===== config.mk =====
export PLATFORM = sky130hd
export DESIGN_NAME = button_gesture_classifier_top
export DESIGN_NICKNAME = d
export VERILOG_FILES = /design/src/rtl/bgc_pkg.sv /design/src/rtl/button_gesture_classifier_top.sv /design/src/rtl/bgc_cfg_regs.sv /design/src/rtl/bgc_core.sv /design/src/rtl/bgc_out_buf.sv
export VERILOG_INCLUDE_DIRS = /design/src /design/src/rtl
export SDC_FILE = /design/constraint.sdc
export NUM_CORES = 1
export LEC_CHECK = 0
export ABC_AREA = 1
export BUFFER_PORTS_ARGS = -buffer_cell sky130_fd_sc_hd__buf_2
export CORE_UTILIZATION = 50
export CTS_CLUSTER_DIAMETER = 150
export DETAILED_ROUTE_END_ITERATION = 7
export PLACE_DENSITY = 0.76
export SETUP_SLACK_MARGIN = 0.05
export SLEW_MARGIN = 20
export SYNTH_ARGS = -nofsm -noshare
export SYNTH_HDL_FRONTEND = slang
export SYNTH_HIERARCHICAL = 1
export SYNTH_SLANG_ARGS = --single-unit
export TNS_END_PERCENT = 5

===== constraint.sdc =====
create_clock -name clk -period 2.8 [get_ports clk]
set_input_delay 0.42 -clock clk [delete_from_list [all_inputs] [get_ports clk]]
set_output_delay 0.42 -clock clk [all_outputs]
set_load 0.01 [all_outputs]

===== src/rtl/button_gesture_classifier_top_defines.svh =====
// assertion macros of the button gesture classifier rtl, used by bgc_core
`ifndef BUTTON_GESTURE_CLASSIFIER_TOP_DEFINES_SVH
`define BUTTON_GESTURE_CLASSIFIER_TOP_DEFINES_SVH

// condition that must hold at every clock edge out of reset
`define BGC_ASSERT_HOLDS(lbl, cond, msg) \
    lbl: assert property (@(posedge clk) disable iff (!rst_n) (cond)) else $error(msg);

// antecedent in a cycle implies consequent in the next
`define BGC_ASSERT_NEXT(lbl, ante, cons, msg) \
    lbl: assert property (@(posedge clk) disable iff (!rst_n) (ante) |=> (cons)) \
        else $error(msg);

`endif


===== src/rtl/bgc_pkg.sv =====
// types and constants of the button gesture classifier
package bgc_pkg;

    typedef enum logic [1:0] {
        REQ_TICK    = 2'd0,
        REQ_PUSH    = 2'd1,
        REQ_RELEASE = 2'd2
    } req_t;

    typedef enum logic [1:0] {
        GESTURE_CLICK     = 2'd0,
        GESTURE_DOUBLE    = 2'd1,
        GESTURE_LONG      = 2'd2,
        GESTURE_LONG_LONG = 2'd3
    } gesture_t;

    typedef enum logic [1:0] {
        CFG_LONG_PERIOD_TICKS   = 2'd0,
        CFG_DOUBLE_WINDOW_TICKS = 2'd1,
        CFG_LONG_THRESHOLD      = 2'd2,
        CFG_LONG_LONG_THRESHOLD = 2'd3
    } cfg_index_t;

    localparam logic [15:0] LONG_PERIOD_RESET   = 16'd100;
    localparam logic [15:0] DOUBLE_WINDOW_RESET = 16'd350;
    localparam logic [7:0]  LONG_THRESH_RESET   = 8'(1700 / 100);
    localparam logic [7:0]  LONG_LONG_RESET     = 8'(7000 / 100);
    localparam logic [7:0]  HELD_MAX            = 8'd255;

    typedef struct packed {
        logic [15:0] long_period_ticks;
        logic [15:0] double_window_ticks;
        logic [7:0]  long_threshold;
        logic [7:0]  long_long_threshold;
    } cfg_t;

    typedef struct packed {
        logic     valid;
        gesture_t code;
    } result_t;

endpackage


===== src/rtl/button_gesture_classifier_top.sv =====
// top level of the button gesture classifier
// Takes one tick, push or release item per cycle and updates the gesture state in the
// cycle of the transfer; a result, when the item gives one, is registered into a two-entry
// result buffer and offered on the output from there. in_stall rises only while that
// buffer holds two undelivered results, so with the output side taking results the block
// runs at one item per cycle. Configuration writes are always accepted and registered.
module button_gesture_classifier_top
(
    input  logic        clk,
    input  logic        rst_n,
    input  logic        in_valid,
    output logic        in_stall,
    input  logic [1:0]  req_type,
    input  logic        button_level,
    output logic        out_valid,
    input  logic        out_stall,
    output logic [1:0]  gesture_code,
    input  logic        cfg_valid,
    output logic        cfg_ready,
    input  logic [1:0]  cfg_index,
    input  logic [15:0] cfg_data
);

    bgc_pkg::cfg_t    cfg;
    bgc_pkg::result_t result;
    logic             full;
    logic             accept;

    assign in_stall = full;
    assign accept   = in_valid && !in_stall;

    bgc_cfg_regs u_cfg_regs
    (
        .clk       (clk),
        .rst_n     (rst_n),
        .cfg_valid (cfg_valid),
        .cfg_ready (cfg_ready),
        .cfg_index (cfg_index),
        .cfg_data  (cfg_data),
        .cfg       (cfg)
    );

    bgc_core u_core
    (
        .clk          (clk),
        .rst_n        (rst_n),
        .accept       (accept),
        .req_type     (req_type),
        .button_level (button_level),
        .cfg          (cfg),
        .result       (result)
    );

    bgc_out_buf u_out_buf
    (
        .clk          (clk),
        .rst_n        (rst_n),
        .result       (result),
        .full         (full),
        .out_valid    (out_valid),
        .out_stall    (out_stall),
        .gesture_code (gesture_code)
    );

endmodule


===== src/rtl/bgc_cfg_regs.sv =====
// configuration register file of the button gesture classifier
module bgc_cfg_regs
(
    input  logic          clk,
    input  logic          rst_n,
    input  logic          cfg_valid,
    output logic          cfg_ready,
    input  logic [1:0]    cfg_index,
    input  logic [15:0]   cfg_data,
    output bgc_pkg::cfg_t cfg
);

    bgc_pkg::cfg_t cfg_reg;

    assign cfg_ready = 1'b1;
    assign cfg       = cfg_reg;

    always_ff @(posedge clk or negedge rst_n)
    begin
        if (!rst_n)
        begin
            cfg_reg.long_period_ticks   <= bgc_pkg::LONG_PERIOD_RESET;
            cfg_reg.double_window_ticks <= bgc_pkg::DOUBLE_WINDOW_RESET;
            cfg_reg.long_threshold      <= bgc_pkg::LONG_THRESH_RESET;
            cfg_reg.long_long_threshold <= bgc_pkg::LONG_LONG_RESET;
        end
        else if (cfg_valid && cfg_ready)
        begin
            unique case (bgc_pkg::cfg_index_t'(cfg_index))
                bgc_pkg::CFG_LONG_PERIOD_TICKS:   cfg_reg.long_period_ticks   <= cfg_data;
                bgc_pkg::CFG_DOUBLE_WINDOW_TICKS: cfg_reg.double_window_ticks <= cfg_data;
                bgc_pkg::CFG_LONG_THRESHOLD:      cfg_reg.long_threshold      <= cfg_data[7:0];
                bgc_pkg::CFG_LONG_LONG_THRESHOLD: cfg_reg.long_long_threshold <= cfg_data[7:0];
                default: ;
            endcase
        end
    end

endmodule


===== src/rtl/bgc_core.sv =====
// gesture state and per-item update logic
`include "button_gesture_classifier_top_defines.svh"

module bgc_core
(
    input  logic             clk,
    input  logic             rst_n,
    input  logic             accept,
    input  logic [1:0]       req_type,
    input  logic             button_level,
    input  bgc_pkg::cfg_t    cfg,
    output bgc_pkg::result_t result
);

    logic        seen_held_reg, seen_held_next;
    logic        long_reported_reg, long_reported_next;
    logic        double_reported_reg, double_reported_next;
    logic        window_open_reg, window_open_next;
    logic        press_active_reg, press_active_next;
    logic        period_running_reg, period_running_next;
    logic [15:0] period_phase_reg, period_phase_next;
    logic [7:0]  held_periods_reg, held_periods_next;
    logic [15:0] window_elapsed_reg, window_elapsed_next;

    logic [15:0] period_lim;
    logic [15:0] window_lim;
    logic [15:0] phase_inc;
    logic [15:0] elapsed_inc;
    logic [7:0]  held_inc;

    // zero limits act as one
    assign period_lim  = (cfg.long_period_ticks == 16'd0) ? 16'd1 : cfg.long_period_ticks;
    assign window_lim  = (cfg.double_window_ticks == 16'd0) ? 16'd1 : cfg.double_window_ticks;
    assign phase_inc   = period_phase_reg + 16'd1;
    assign elapsed_inc = window_elapsed_reg + 16'd1;
    assign held_inc    = (held_periods_reg < bgc_pkg::HELD_MAX) ? held_periods_reg + 8'd1
                                                               : held_periods_reg;

    always_comb
    begin
        seen_held_next       = seen_held_reg;
        long_reported_next   = long_reported_reg;
        double_reported_next = double_reported_reg;
        window_open_next     = window_open_reg;
        press_active_next    = press_active_reg;
        period_running_next  = period_running_reg;
        period_phase_next    = period_phase_reg;
        held_periods_next    = held_periods_reg;
        window_elapsed_next  = window_elapsed_reg;
        result.valid         = 1'b0;
        result.code          = bgc_pkg::GESTURE_CLICK;

        if (accept)
        begin
            unique case (bgc_pkg::req_t'(req_type))
                bgc_pkg::REQ_TICK:
                begin
                    // window advances first, then the period timer
                    if (window_open_reg)
                    begin
                        window_elapsed_next = elapsed_inc;
                        if (elapsed_inc >= window_lim)
                        begin
                            window_open_next    = 1'b0;
                            window_elapsed_next = 16'd0;
                        end
                    end
                    if (period_running_reg)
                    begin
                        period_phase_next = phase_inc;
                        if (phase_inc >= period_lim)
                        begin
                            period_phase_next = 16'd0;
                            if (!button_level)
                            begin
                                period_running_next = 1'b0;
                                press_active_next   = 1'b0;
                                held_periods_next   = 8'd0;
                            end
                            else if (press_active_reg)
                            begin
                                seen_held_next    = 1'b1;
                                held_periods_next = held_inc;
                                if (held_inc > cfg.long_long_threshold)
                                begin
                                    seen_held_next      = 1'b0;
                                    period_running_next = 1'b0;
                                    press_active_next   = 1'b0;
                                    result.valid        = 1'b1;
                                    result.code         = bgc_pkg::GESTURE_LONG_LONG;
                                end
                                else if (held_inc > cfg.long_threshold && !long_reported_reg)
                                begin
                                    long_reported_next = 1'b1;
                                    result.valid       = 1'b1;
                                    result.code        = bgc_pkg::GESTURE_LONG;
                                end
                            end
                        end
                    end
                end
                bgc_pkg::REQ_PUSH:
                begin
                    press_active_next    = 1'b1;
                    held_periods_next    = 8'd0;
                    long_reported_next   = 1'b0;
                    double_reported_next = 1'b0;
                    period_running_next  = 1'b1;
                    period_phase_next    = 16'd0;
                    window_elapsed_next  = 16'd0;
                    if (!window_open_reg)
                    begin
                        window_open_next = 1'b1;
                    end
                    else
                    begin
                        // second push inside the window
                        seen_held_next       = 1'b0;
                        press_active_next    = 1'b0;
                        double_reported_next = 1'b1;
                        window_open_next     = 1'b0;
                        result.valid         = 1'b1;
                        result.code          = bgc_pkg::GESTURE_DOUBLE;
                    end
                end
                bgc_pkg::REQ_RELEASE:
                begin
                    if (seen_held_reg && !long_reported_reg && !double_reported_reg)
                    begin
                        result.valid = 1'b1;
                        result.code  = bgc_pkg::GESTURE_CLICK;
                    end
                end
                default: ;
            endcase
        end
    end

    always_ff @(posedge clk or negedge rst_n)
    begin
        if (!rst_n)
        begin
            seen_held_reg       <= 1'b0;
            long_reported_reg   <= 1'b0;
            double_reported_reg <= 1'b0;
            window_open_reg     <= 1'b0;
            press_active_reg    <= 1'b0;
            period_running_reg  <= 1'b0;
            period_phase_reg    <= 16'd0;
            held_periods_reg    <= 8'd0;
            window_elapsed_reg  <= 16'd0;
        end
        else
        begin
            seen_held_reg       <= seen_held_next;
            long_reported_reg   <= long_reported_next;
            double_reported_reg <= double_reported_next;
            window_open_reg     <= window_open_next;
            press_active_reg    <= press_active_next;
            period_running_reg  <= period_running_next;
            period_phase_reg    <= period_phase_next;
            held_periods_reg    <= held_periods_next;
            window_elapsed_reg  <= window_elapsed_next;
        end
    end

    `BGC_ASSERT_HOLDS(a_phase_idle, period_running_reg || (period_phase_reg == 16'd0), "phase moved while period timer stopped")
    `BGC_ASSERT_HOLDS(a_window_idle, window_open_reg || (window_elapsed_reg == 16'd0), "window count nonzero while window closed")
    `BGC_ASSERT_HOLDS(a_double_push, !(accept && (req_type == bgc_pkg::REQ_PUSH) && window_open_reg) || (result.valid && (result.code == bgc_pkg::GESTURE_DOUBLE)), "push in open window gave no double click")
    `BGC_ASSERT_NEXT(a_long_long_ends, result.valid && (result.code == bgc_pkg::GESTURE_LONG_LONG), !press_active_reg && !period_running_reg && !seen_held_reg, "press not ended after very long press")

endmodule


===== src/rtl/bgc_out_buf.sv =====
// two-entry result buffer decoupling the output handshake
module bgc_out_buf
(
    input  logic             clk,
    input  logic             rst_n,
    input  bgc_pkg::result_t result,
    output logic             full,
    output logic             out_valid,
    input  logic             out_stall,
    output logic [1:0]       gesture_code
);

    logic [1:0]        count_reg, count_next;
    bgc_pkg::gesture_t slot0_reg, slot0_next;
    bgc_pkg::gesture_t slot1_reg, slot1_next;
    logic              pop;

    assign out_valid    = (count_reg != 2'd0);
    assign full         = (count_reg == 2'd2);
    assign gesture_code = slot0_reg;
    assign pop          = out_valid && !out_stall;

    always_comb
    begin
        count_next = count_reg + {1'b0, result.valid} - {1'b0, pop};
        slot0_next = slot0_reg;
        slot1_next = slot1_reg;
        if (pop)
        begin
            if (count_reg == 2'd2)
                slot0_next = slot1_reg;
            else if (result.valid)
                slot0_next = result.code;
        end
        else if (result.valid)
        begin
            if (count_reg == 2'd0)
                slot0_next = result.code;
            else
                slot1_next = result.code;
        end
    end

    always_ff @(posedge clk or negedge rst_n)
    begin
        if (!rst_n)
            count_reg <= 2'd0;
        else
            count_reg <= count_next;
    end

    always_ff @(posedge clk)
    begin
        slot0_reg <= slot0_next;
        slot1_reg <= slot1_next;
    end

endmodule


* Word level (Yosys, flattened, before mapping)
Cells that the tools add are included.
Operators by class: add/sub/neg operators 5, $lt $le $gt $ge 5, equal/unequal tests 15, muxes and demuxes 58, bitwise logic cells 2, reduce and logical (&&, ||, !) cells 33
Operators with widths (count):
- 16-bit 2-to-1 mux | 6
- 16-bit case mux with 2 select lines | 2
- 8-bit 2-to-1 mux | 5
- 16-bit by 1-bit adder with 16-bit output (second input constant) | 2
- 16-bit >= comparator | 2
- 16-bit logical NOT | 2
- 3-bit 2-to-1 mux | 9
- 1-bit 2-to-1 mux | 24
- 8-bit greater-than comparator | 2
- 8-bit case mux with 2 select lines | 1
- 2-bit by 1-bit inequality test with 1-bit output (second input constant) | 6
- 2-bit AND reduction | 6
- 3-bit AND reduction | 4
- 2-bit 2-to-1 mux | 5
- 1-bit case mux with 2 select lines | 5
- 2-bit nonzero test | 5
- 3-bit case mux with 3 select lines | 1
- 8-bit by 1-bit adder with 8-bit output (second input constant) | 1
- 2-bit == test (second input constant) | 4
- 8-bit < comparator (second input constant) | 1
- 8-bit AND reduction | 1
- 7-bit AND reduction | 1
- 2-bit logical NOT | 3
- 1-bit logical AND | 5
- 9 further kinds | 15
Word-level totals: register bits after elaboration 100, input port bits 26, word-level logic and storage cells 134

* Longest topological paths before layout
word-level depth 15, gate-level depth with buffers 21, mapped depth without buffers 21

* Hierarchy
The synthesis kept the hierarchy.
By module, submodules not included:
- bgc_core | times used 1, cells an instance 575, area each 4087.7 µm², sequential area each 1151.1 µm²
- bgc_cfg_regs | times used 1, cells an instance 216, area each 2037.0 µm², sequential area each 1218.7 µm²
- bgc_out_buf | times used 1, cells an instance 35, area each 312.8 µm², sequential area each 170.2 µm²
- button_gesture_classifier_top | times used 1, cells an instance 2, area each 10.0 µm², sequential area each 0.0 µm²

* Worst setup path after synthesis
OpenSTA, ideal clock, no wires.
path type flip-flop to flip-flop, from register u_core.period_phase_reg[0], to register u_out_buf.slot1_reg[0], enable pin, arrival time 2.745 ns, required time 2.468 ns, setup slack -0.277 ns, stages on the path, launching flop included 18, path buffers 0, cells stage by stage dfrtp_1 -> ha_1 -> nand3_1 -> nor2_2 -> nand3_1 -> nor2_1 -> nand2_1 -> xor2_1 -> inv_1 -> ha_1 -> nand2_1 -> o21bai_1 -> a21oi_1 -> nor2_2 -> nand2_1 -> nand3_1 -> o21ai_0 -> nor3b_1
RTL lines:
- from (decl) | line bgc_core.sv:21 | logic [15:0] period_phase_reg, period_phase_next;
- from (signal assigned) | line bgc_core.sv:161 | period_phase_reg <= period_phase_next;
- to (signal assigned) | line bgc_out_buf.sv:55 | slot1_reg <= slot1_next;
- to (decl) | line bgc_out_buf.sv:15 | bgc_pkg::gesture_t slot1_reg, slot1_next;

==> impl_metrics.tcl <==
set metrics [dict create \
    outcome "finished with violations" \
    violations "negative setup slack" \
    skew_ns 0.009653 \
    worstPathRequired_ns 2.86 \
    htreeDepth 3 \
    fp.dieW_um 115.6 \
    start_util_pct 51.09 \
    slew_violations 0 \
    max_slew_margin_pct 58.78 \
    grt_start_max_net_pins 51 \
    drt-initial-drc-count 404 \
    synthMuxAreaShare_pct 0.1552 \
    intPower_mw 3.014 \
    crit_path_top_delay_cell "dfrtp_1" \
    finalWeightedCongestion 0.8516 \
    row_count 41 \
    rsz0062_at_grt "true" \
    portBuffers 29 \
    root_buffer "clkbuf_16" \
    drive_above_1_share_pct 18.18 \
    first_global_vias 5091 \
    synth.top_cell.area_share_pct 31.83 \
    yosysSeqAreaShare_pct 39.39 \
    p_seq_share_pct 40.9 \
    syn_inst 828 \
    power_switching_mw 1.746 \
    ios 31 \
    p_leak_nw 3.934 \
    antenna_found_initial 0 \
    cts-buffers-inserted 9 \
    cap_violations 0 \
    synth_ff_type "dfrtp_1" \
    cts_buffer_depth 2 \
    synth-simple-area-share_pct 29.40 \
    fmax_mhz 335.3 \
    crit_arrival_ns 3.04 \
    path_clk_slew_ns 0.07 \
    hold_viol 0 \
    path_cells "ha_2 > nand3_2 > nor2_4 > nand3_2 > nor2_2 > nand2_1 > xor2_1 > inv_1 > ha_1 > nand2_2 > o21bai_1 > a21oi_1 > nor2_2 > nand2_2 > nand3_2 > o21ai_2 > nor3b_4" \
    synthTopCellsByArea "dfrtp_1 (32%), nand2_1 (15%), ha_1 (10%)" \
    syn-cell-area_um2 6447 \
    synth_seq_cells 100 \
    synthesis.nets 907 \
    multi_input_area_um2 3408 \
    sw_frac_of_total_pct 36.68 \
    drc 0 \
    synthAdderAreaFrac_pct 10.29 \
    die_h_um 115.6 \
    syn_to_final_growth_pct 15.68 \
    synth_compound_area_share_pct 7.336 \
    coreArea_um2 12620 \
    async_flop_share_pct 96.00 \
    fin_crit_ns 2.982 \
    fillers 1187 \
    insertedDiodeCount 0 \
    avgViaCountPerCell 5.213 \
    cpMostUsedCell "nand3_2" \
    cp_slowest_stage_delay_ns 0.39 \
    largest_reg_flops 48 \
    total_power_mw 4.760 \
    synth_top_area_cell "dfrtp_1" \
    yosysWarnings 6 \
    hpwl_mm 10.73 \
    ant_nets 0 \
    drtPass1Iterations 5 \
    worstSetupEndpointType "register" \
    r2r_start "u_core/period_phase_reg[0]$_DFFE_PN0P_" \
    finalWorstSetupSlack_ns -0.1820 \
    layout_common_cells "nand2_1 (247), inv_1 (121), dfrtp_1 (82)" \
    startpoint_type "register" \
    yosys.area_share.xor_xnor_pct 3.804 \
    hold-worst-slack_ns 0.08335 \
    num-nets-final 976 \
    grt_pass1_wl_mm 24.24 \
    clock-sinks 100 \
    regArea_um2 2540 \
    vias 5599 \
    synth_edf_count 4 \
    grt_overflow 0 \
    period_share_pct 106.5 \
    worstSetupPathType "reg2reg" \
    vdd_drop_max_v 0.0004908 \
    synth_cell_types 42 \
    synth_area_per_cell_um2 7.787 \
    insertion_delay_ns 0.36 \
    die_area_um2 13350 \
    track_usage_pct 23.43 \
    path_max_fanout 3 \
    routed_wl_mm 14.66 \
    clkPwrFrac_pct 24.8 \
    min_path_type "in2async" \
    synth_top_family_by_area "simple AND/OR/NAND/NOR gates" \
    worstSetupStartpoint "u_core/period_phase_reg[0]$_DFFE_PN0P_" \
    tightestPinTransition_ns 0.6183 \
    final_common_cell "nand2_1" \
    power_density_nw_per_um2 638.2 \
    cts_tree "done" \
    final-setup-viol-count 16 \
    routedWlPerCell_um 13.65 \
    comb_power_share_pct 34.3 \
]
worst paths after layout:
kind,cells after the start,slack (ns),to
max,17,-0.18,u_out_buf/slot1_reg[0]$_DFFE_PP_
min,1,0.08,u_core/window_elapsed_reg[7]$_DFFE_PN0P_
max reg2reg,17,-0.18,u_out_buf/slot1_reg[0]$_DFFE_PP_
min reg2reg,2,0.47,u_cfg_regs/cfg[8]$_DFFE_PN1P_
max in group asynchronous,2,1.98,u_cfg_regs/cfg[1]$_DFFE_PN1P_
min in group clk,3,0.33,u_cfg_regs/cfg[19]$_DFFE_PN1P_
power by group through the flow:
| stage | combinational [mW] | clock, mW | sequential [mW] |
|---|---|---|---|
| floorplan | 1.13 | 0 | 1.93 |
| global placement | 1.53 | 0 | 1.96 |
| detailed placement | 1.58 | 0 | 1.96 |
| CTS | 1.60 | 1.20 | 1.94 |
| global route | 1.88 | 1.25 | 1.98 |
| finish | 1.63 | 1.18 | 1.95 |
layer usage:
metal | track usage [%] | wire length (um)
met3 | 3.295 | 643
met4 | 9.351 | 272
met1 | 32.89 | 7037
met2 | 36.53 | 6704
met5 | 0 | 0
timing repair:
action | 4_1_cts | 5_1_grt
setup buffers | 0 | 1
pin swaps | 1 | 16
endpoints found under the hold margin | 0 | 0
hold buffers | 0 | 0
resized for setup | 10 | 24
gates cloned | 0 | 0
setup endpoints to repair | 34 | 54
worst max-delay path: cells and delay by family, from the launching register on:
kind / cells / cell delay (ns)
AOI/OAI and AO/OA: 3 / 0.53
xor gates and xnor gates: 1 / 0.18
adders and majority gates: 2 / 0.49
buffers and inverters: 1 / 0.06
DFF: 1 / 0.39
and+or+nand+nor: 10 / 1.05
cell type report:
cell class | count | share of cell area (%)
Multi-Input combinational cell | 580 | 45.70
Sequential cell | 100 | 34.05
Timing Repair Buffer | 78 | 7.247
Inverter | 128 | 6.475
Clock buffer | 11 | 3.254
Tap cell | 172 | 2.885
Clock inverter | 5 | 0.3858
cell usage after synthesis, types with 5 or more instances:
master / number
nor2_2: 8
nor3_1: 9
nand3_1: 40
o21ai_1: 15
inv_1: 121
buf_2: 9
dfstp_2: 14
nand3_2: 5
nand4_1: 45
ha_1: 53
o22ai_1: 11
o21ai_0: 20
nand2_1: 253
buf_4: 5
xor2_1: 24
inv_2: 6
nor4_1: 8
a21oi_1: 25
nor2_1: 34
dfrtp_1: 82
cells by family after synthesis:
logic type / Yosys count
compound gates: 83
buf+inv: 148
other cells: 1
mux: 1
fa+ha+maj: 53
flops: 100
simple gates: 414
xor+xnor: 28
per-stage QoR:
step	cell area [um^2]	setup WS, ns	util, %	setup TNS (ns)	std cells
floorplan	6459	-0.07843	-	-0.2520	828
global placement	7071	-0.02133	56.03	-0.04265	1057
detailed placement	7071	-0.1117	56.03	-0.4373	1057
CTS	7360	-0.1136	58.32	-0.4713	1073
global route	7458	-0.3726	59.10	-7.553	1074
finish	7458	-0.1820	59.10	-0.9702	1074
Note: power is estimated with default switching activity, not from simulation.
